## config.mk

```make
export PLATFORM = sky130hd
export DESIGN_NAME = as_path_segment_parser_top
export DESIGN_NICKNAME = d
export VERILOG_FILES = /design/src/design/aspsp_pkg.sv /design/src/design/aspsp_parse.sv /design/src/design/aspsp_skid.sv /design/src/design/as_path_segment_parser_top.sv
export SDC_FILE = /design/constraint.sdc
export NUM_CORES = 1
export LEC_CHECK = 0
export ABC_AREA = 1
export BUFFER_PORTS_ARGS = -buffer_cell sky130_fd_sc_hd__buf_2
export CAP_MARGIN = 40
export CORE_ASPECT_RATIO = 0.9
export CORE_MARGIN = 2
export CORE_UTILIZATION = 40
export CTS_BUF_LIST = sky130_fd_sc_hd__clkbuf_4
export DETAILED_ROUTE_END_ITERATION = 10
export REMOVE_ABC_BUFFERS = 1
export SETUP_SLACK_MARGIN = 0.2
export SLEW_MARGIN = 5
export SYNTH_ARGS = -nofsm -noshare
export SYNTH_HDL_FRONTEND = slang
export SYNTH_SLANG_ARGS = --single-unit
```

## constraint.sdc

```tcl
create_clock -name clk -period 8.47 [get_ports clk]
set_input_delay 1.694 -clock clk [delete_from_list [all_inputs] [get_ports clk]]
set_output_delay 1.694 -clock clk [all_outputs]
set_load 0.01 [all_outputs]
```

## src/design/aspsp_pkg.sv

```systemverilog
// ----------------------------------------------------------------------------
// aspsp_pkg
// Shared types and constants for the AS_PATH segment parser.
// ----------------------------------------------------------------------------
package aspsp_pkg;

  localparam logic [7:0]  KIND_SET        = 8'd1;
  localparam logic [7:0]  KIND_CONFED_SET = 8'd4;
  localparam logic [15:0] COUNT_MAX       = 16'hFFFF;

  typedef struct packed {
    logic [7:0] data_byte;
    logic       final_byte;
  } in_beat_t;

  typedef struct packed {
    logic        asn_valid;
    logic [31:0] as_number;
    logic [7:0]  segment_kind;
    logic        segment_done;
    logic        path_end;
    logic [15:0] path_count;
    logic        truncated;
  } out_beat_t;

  function automatic logic is_set_kind(input logic [7:0] kind);
    return (kind == KIND_SET) || (kind == KIND_CONFED_SET);
  endfunction

  function automatic logic [15:0] sat_inc(input logic [15:0] cnt);
    return (cnt == COUNT_MAX) ? cnt : cnt + 16'd1;
  endfunction

endpackage

```

## src/design/aspsp_parse.sv

```systemverilog
// ----------------------------------------------------------------------------
// aspsp_parse
// Per-byte parse state and the single-pass update that produces at most one
// result for each accepted byte.
// ----------------------------------------------------------------------------
module aspsp_parse
  import aspsp_pkg::*;
(
  input  logic      clk,
  input  logic      rst_n,
  input  logic      cfg_we,
  input  logic      cfg_wdata,
  input  logic      step,
  input  in_beat_t  beat,
  output logic      res_valid,
  output out_beat_t res
);

  typedef enum logic [1:0] {
    PH_TYPE = 2'd0,
    PH_LEN  = 2'd1,
    PH_MEMB = 2'd2
  } phase_t;

  logic        four_byte_r;
  phase_t      phase_r,   phase_nxt;
  logic [7:0]  kind_r,    kind_nxt;
  logic [7:0]  left_r,    left_nxt;
  logic [1:0]  idx_r,     idx_nxt;
  logic [31:0] acc_r,     acc_nxt;
  logic [15:0] count_r,   count_nxt;

  logic        asn_done;
  logic        seg_done;
  logic [31:0] acc_shift;
  logic [7:0]  left_dec;

  assign acc_shift = {acc_r[23:0], beat.data_byte};
  assign left_dec  = left_r - 8'd1;

  always_comb begin
    phase_nxt = phase_r;
    kind_nxt  = kind_r;
    left_nxt  = left_r;
    idx_nxt   = idx_r;
    acc_nxt   = acc_r;
    count_nxt = count_r;
    asn_done  = 1'b0;
    seg_done  = 1'b0;
    unique case (phase_r)
      PH_LEN: begin
        left_nxt  = beat.data_byte;
        idx_nxt   = 2'd0;
        acc_nxt   = 32'd0;
        if (is_set_kind(kind_r)) begin
          count_nxt = sat_inc(count_r);
        end
        phase_nxt = (beat.data_byte != 8'd0) ? PH_MEMB : PH_TYPE;
      end
      PH_MEMB: begin
        // A mode change mid-number takes effect on the byte where it is seen.
        asn_done = four_byte_r ? (idx_r == 2'd3) : (idx_r != 2'd0);
        if (asn_done) begin
          left_nxt = left_dec;
          seg_done = (left_dec == 8'd0);
          if (!is_set_kind(kind_r)) begin
            count_nxt = sat_inc(count_r);
          end
          acc_nxt = 32'd0;
          idx_nxt = 2'd0;
          if (seg_done) begin
            phase_nxt = PH_TYPE;
          end
        end else begin
          acc_nxt = acc_shift;
          idx_nxt = idx_r + 2'd1;
        end
      end
      default: begin
        kind_nxt  = beat.data_byte;
        phase_nxt = PH_LEN;
      end
    endcase
  end

  always_comb begin
    res_valid        = asn_done || beat.final_byte;
    res.asn_valid    = asn_done;
    res.as_number    = asn_done ? acc_shift : 32'd0;
    res.segment_kind = asn_done ? kind_r : 8'd0;
    res.segment_done = seg_done;
    res.path_end     = beat.final_byte;
    res.path_count   = count_nxt;
    res.truncated    = beat.final_byte && (phase_nxt != PH_TYPE);
  end

  always_ff @(posedge clk) begin
    if (!rst_n) begin
      four_byte_r <= 1'b0;
      phase_r     <= PH_TYPE;
      kind_r      <= 8'd0;
      left_r      <= 8'd0;
      idx_r       <= 2'd0;
      acc_r       <= 32'd0;
      count_r     <= 16'd0;
    end else begin
      if (cfg_we) begin
        four_byte_r <= cfg_wdata;
      end
      if (step) begin
        // The final byte returns all parse state to its reset value.
        if (beat.final_byte) begin
          phase_r <= PH_TYPE;
          kind_r  <= 8'd0;
          left_r  <= 8'd0;
          idx_r   <= 2'd0;
          acc_r   <= 32'd0;
          count_r <= 16'd0;
        end else begin
          phase_r <= phase_nxt;
          kind_r  <= kind_nxt;
          left_r  <= left_nxt;
          idx_r   <= idx_nxt;
          acc_r   <= acc_nxt;
          count_r <= count_nxt;
        end
      end
    end
  end

endmodule

```

## src/design/aspsp_skid.sv

```systemverilog
// ----------------------------------------------------------------------------
// aspsp_skid
// Two-entry result buffer that keeps the input side moving while a result
// beat waits for the consumer.
// ----------------------------------------------------------------------------
module aspsp_skid
  import aspsp_pkg::*;
(
  input  logic      clk,
  input  logic      rst_n,
  input  logic      push,
  input  out_beat_t push_data,
  output logic      has_room,
  output logic      out_valid,
  input  logic      out_ready,
  output out_beat_t out_data
);

  out_beat_t   head_r, head_nxt;
  out_beat_t   tail_r, tail_nxt;
  logic [1:0]  cnt_r,  cnt_nxt;
  logic        pop;

  assign out_valid = (cnt_r != 2'd0);
  assign out_data  = head_r;
  assign has_room  = (cnt_r != 2'd2);
  assign pop       = out_valid && out_ready;

  always_comb begin
    head_nxt = head_r;
    tail_nxt = tail_r;
    cnt_nxt  = cnt_r;
    unique case ({push, pop})
      2'b10: begin
        if (cnt_r == 2'd0) begin
          head_nxt = push_data;
        end else begin
          tail_nxt = push_data;
        end
        cnt_nxt = cnt_r + 2'd1;
      end
      2'b01: begin
        head_nxt = tail_r;
        cnt_nxt  = cnt_r - 2'd1;
      end
      2'b11: begin
        if (cnt_r == 2'd1) begin
          head_nxt = push_data;
        end else begin
          head_nxt = tail_r;
          tail_nxt = push_data;
        end
      end
      default: begin
        cnt_nxt = cnt_r;
      end
    endcase
  end

  always_ff @(posedge clk) begin
    if (!rst_n) begin
      cnt_r <= 2'd0;
    end else begin
      cnt_r <= cnt_nxt;
    end
  end

  always_ff @(posedge clk) begin
    head_r <= head_nxt;
    tail_r <= tail_nxt;
  end

endmodule

```

## src/design/as_path_segment_parser_top.sv

```systemverilog
// ----------------------------------------------------------------------------
// as_path_segment_parser_top
// AS_PATH attribute parser: one value byte per beat in, AS numbers with their
// segment type and the running path length out.
// ----------------------------------------------------------------------------
// Each result beat is registered in the result buffer before it is offered.
// Throughput: one byte per cycle while the buffer has room; the parse state
// updates in a single pass. The two-entry buffer lets input continue while
// a result waits. Reset (synchronous, rst_n low) clears the parse state, the
// count, the mode register (2-byte AS numbers) and the result buffer.
module as_path_segment_parser_top
  import aspsp_pkg::*;
(
  input  logic      clk,
  input  logic      rst_n,
  input  logic      cfg_we,
  input  logic      cfg_wdata,
  input  logic      in_valid,
  output logic      in_ready,
  input  in_beat_t  in_data,
  output logic      out_valid,
  input  logic      out_ready,
  output out_beat_t out_data
);

  logic      step;
  logic      res_valid;
  out_beat_t res;
  logic      has_room;

  assign in_ready = has_room;
  assign step     = in_valid && in_ready;

  aspsp_parse u_parse (
    .clk       (clk),
    .rst_n     (rst_n),
    .cfg_we    (cfg_we),
    .cfg_wdata (cfg_wdata),
    .step      (step),
    .beat      (in_data),
    .res_valid (res_valid),
    .res       (res)
  );

  aspsp_skid u_skid (
    .clk       (clk),
    .rst_n     (rst_n),
    .push      (step && res_valid),
    .push_data (res),
    .has_room  (has_room),
    .out_valid (out_valid),
    .out_ready (out_ready),
    .out_data  (out_data)
  );

endmodule
```

==> flow_metrics.env <==
export IMPL_powerDensity_nw_per_um2=239
export IMPL_wl_met1_mm=10.0
export IMPL_io_pins=77
export IMPL_hold_buffers=0
export IMPL_post_cts_resized=0
export IMPL_dpl_instance_area_um2=9270
export IMPL_path_class="primary input to flop"
export IMPL_leakage_nw=3.91
export IMPL_die_height_um=143
export IMPL_clock_skew_ns=0.0265
export IMPL_clk_latency_ns=0.60
export IMPL_grt_pass1_wl_mm=32.6
export IMPL_gp_congestion=0.921
export IMPL_swShare_pct=35.4
export IMPL_clock_tree_root_cell="clkbuf_4"
export IMPL_r2r_start="u_parse.phase_r[0]"
export IMPL_power_switching_uw=805
export IMPL_path_max_fanout=60
export IMPL_power_mw=2.27
export IMPL_status="completed"
export IMPL_synthCells=971
export IMPL_ys_warn_count=0
export IMPL_wl_mm=20.1
export IMPL_endpoint_kind="flop"
export IMPL_slew_headroom_pct=42.3
export IMPL_cts_htree_levels=4
export IMPL_min_from="u_parse.acc_r[16]"
export IMPL_r2r_slack_ns=5.21
export IMPL_drt_initial_drc_count=543
export IMPL_post_cts_buffers=0
export IMPL_grtUsageTotal_pct=18.2
export IMPL_p_seq_share_pct=54.2
export IMPL_clkPwrFrac_pct=20.6
export IMPL_grt_start_max_net_pins=61
export IMPL_setup_viol=0
export IMPL_highest_layer="met4"
export IMPL_port_buffers=76
export IMPL_avgSynthCellArea_um2=8.88
export IMPL_clockBufferDepth=2
export IMPL_comb_power_share_pct=25.3
export IMPL_wl_per_cell_um=15.1
export IMPL_cts_tree="done"
export IMPL_ys_seq_area_share_pct=56.4
export IMPL_fin_nets=1063
export IMPL_period_minus_slack_ns=3.54
export IMPL_cts_sinks=183
export IMPL_arrival_ns=3.77
export IMPL_viasPerCell=4.93
export IMPL_die_x_um=159
export IMPL_wl_met3_mm=1.02
export IMPL_ant_nets=0
export IMPL_ys_ff_latch=183
export IMPL_clkTransAtPathRegs_ns=0.16
export IMPL_hold_path_endpoint="u_parse.acc_r[16]"
export IMPL_start_kind="primary input"
export IMPL_ir_drop_uv=400
export IMPL_min_path_cells=2
export IMPL_cts_inserted_buffers=17
export IMPL_first_pass_iters=5
export IMPL_required_ns=8.70
export IMPL_period_share_pct=41.8
export IMPL_place_hpwl_mm=12.9
export IMPL_max_freq_mhz=282
export IMPL_synth_area_um2=8620
export IMPL_finalMaxSlewViolations=0
export IMPL_drv_cap=0
export IMPL_hold_viol_final=0
export IMPL_dr_wl_met2_mm=8.97
export IMPL_worst_pin_slew_ns=0.865
export IMPL_synthDistinctLibCells=38
export IMPL_reg2regPathDepth=9
export IMPL_start_util_pct=41.1
export IMPL_grt_pass1_vias=6214
export IMPL_rows=50
export IMPL_antenna_found_initial=1
export IMPL_drcViolationCount=0
export IMPL_reg2reg_to="u_skid.tail_r[10]"
export IMPL_internal_power_mw=1.47
export IMPL_vias=6582
export IMPL_stdcell_area_um2=9530
export IMPL_drive_gt1_share_pct=16.1
export IMPL_hold_ws_ns=0.477
export IMPL_tns_ns=0
export IMPL_die_area_um2=22700
export IMPL_fillers=2069
export IMPL_hp_class="flop to flop"
export IMPL_rsz0062_at_grt="false"
export IMPL_grt_ovfl_total=0
export IMPL_core_area_um2=21000
export IMPL_syn_to_final_growth_pct=10.6
[synth_stat cells]
| library cell | count | area, um^2 |
|---|---|---|
| nand2_1 | 284 | 1070 |
| nor2_1 | 67 | 251 |
| ha_1 | 13 | 163 |
| a22o_1 | 16 | 140 |
| nand4_1 | 10 | 62.6 |
| a21oi_2 | 2 | 17.5 |
| clkinv_2 | 1 | 5.00 |
| buf_2 | 10 | 50.1 |
| a221oi_1 | 3 | 26.3 |
| a211oi_1 | 4 | 30.0 |
| buf_4 | 7 | 52.6 |
| o21ai_2 | 3 | 26.3 |
| nand2_4 | 2 | 22.5 |
| a21oi_1 | 67 | 335 |
| nor3_1 | 2 | 10.0 |
| clkbuf_1 | 20 | 75.1 |
| nand3_1 | 51 | 255 |
| buf_6 | 2 | 22.5 |
| xnor2_1 | 1 | 8.76 |
| o21bai_4 | 1 | 18.8 |
| a22oi_1 | 1 | 7.51 |
| edfxtp_1 | 120 | 3600 |
| inv_1 | 110 | 413 |
| o21ai_0 | 44 | 220 |
| xor2_1 | 3 | 26.3 |
| nor2_2 | 10 | 62.6 |
| dfxtp_1 | 63 | 1260 |
| nand3_2 | 6 | 60.1 |
| nor2_4 | 6 | 67.6 |
| o21bai_1 | 1 | 7.51 |
| nand4_2 | 2 | 25.0 |
| and2_4 | 3 | 26.3 |
| inv_2 | 6 | 22.5 |
| o22ai_1 | 10 | 62.6 |
| o21ai_1 | 8 | 40.0 |
| nand2_2 | 9 | 56.3 |
| or2_2 | 2 | 12.5 |
| and2_1 | 1 | 6.26 |
[cell families (layout without fill, tap and decap cells)]
group | after synthesis | count (layout) | share of synthesized area [%]
other | 0 | 1 | 0
AND/OR/NAND/NOR | 455 | 455 | 23.0
XOR/XNOR | 4 | 4 | 0.407
adder cells (fa/ha/maj) | 13 | 13 | 1.89
buffers and inverters | 156 | 233 | 7.43
flip-flops | 183 | 183 | 56.4
AO/OA/AOI/OAI | 160 | 160 | 10.8
[cell usage in the layout, fill, tap and decap left out, types with 7 or more instances in the layout]
master,Yosys,routed
o21ai_1,8,8
nand4_1,10,10
nand3_1,51,51
clkbuf_4,0,17
ha_1,13,13
edfxtp_1,120,120
o22ai_1,10,10
buf_2,10,76
buf_4,7,7
a22o_1,16,16
o21ai_0,44,43
nor2_2,10,10
inv_1,110,110
nand2_1,284,284
nand2_2,9,9
nor2_1,67,67
a21oi_1,67,66
dfxtp_1,63,63
[metrics by stage]
step | utilization [%] | setup WS [ns] | cells
2_1_floorplan | - | 1.27 | 932
3_3_place_gp | 44.1 | 4.28 | 1301
3_5_place_dp | 44.2 | 4.33 | 1302
4_1_cts | 45.5 | 4.95 | 1334
5_1_grt | 45.5 | 4.79 | 1335
6_report | 45.5 | 4.93 | 1335
[flip-flops by register name, indices dropped and copies added, names as in the netlist]
name	flops
u_parse.acc_r	24
u_parse.count_r	16
u_parse.four_byte_r	1
u_parse.idx_r	2
u_parse.kind_r	8
u_parse.left_r	8
u_parse.phase_r	2
u_skid.cnt_r	2
u_skid.out_data	60
u_skid.tail_r	60
[power groups by stage]
stage,Clock (mW),Sequential (mW),Combinational [mW]
2_1_floorplan,0,1.32,0.286
3_3_place_gp,0,1.25,0.568
3_5_place_dp,0,1.25,0.585
4_1_cts,0.483,1.23,0.588
5_1_grt,0.518,1.25,0.643
6_report,0.468,1.23,0.574
[how the worst max path moves through the flow]
stage / depth (start not counted) / to / slack, ns / startpoint
after floorplan: 4 / u_skid.out_data[0] / 1.27 / in_valid
after global placement: 9 / u_skid.out_data[29] / 4.28 / in_valid
after detailed placement: 9 / u_skid.tail_r[43] / 4.33 / in_valid
after CTS: 9 / u_skid.tail_r[9] / 4.95 / in_valid
after global routing: 9 / u_skid.tail_r[41] / 4.79 / in_valid
final: 9 / u_skid.tail_r[10] / 4.93 / in_valid
[critical path: stages]
cell and delay [ns]:
buf_2 0.07, nand2_1 0.04, buf_4 0.22, a21oi_1 0.25
ha_1 0.23, inv_1 0.06, or2_2 0.31, a22oi_2 0.14
buf_4 0.67
[cell type report]
| class | instances | area, um^2 | share of cell area [%] |
|---|---|---|---|
| antenna | 1 | 2.50 | 0.0263 |
| clock buffer | 17 | 128 | 1.34 |
| clock inverter | 15 | 138 | 1.44 |
| inverter | 117 | 440 | 4.62 |
| multi-input combinational | 632 | 3140 | 33.0 |
| sequential | 183 | 4860 | 51.0 |
| tap | 286 | 358 | 3.75 |
| timing repair buffer | 84 | 460 | 4.83 |
[layer usage]
metal / GRT usage (%) / up-vias
met5: 0 / -
met3: 3.80 / 13
met1: 26.2 / 3050
met2: 28.6 / 195
met4: 3.96 / 0
li1: - / 3324
Power figures use the tool's default switching activity.
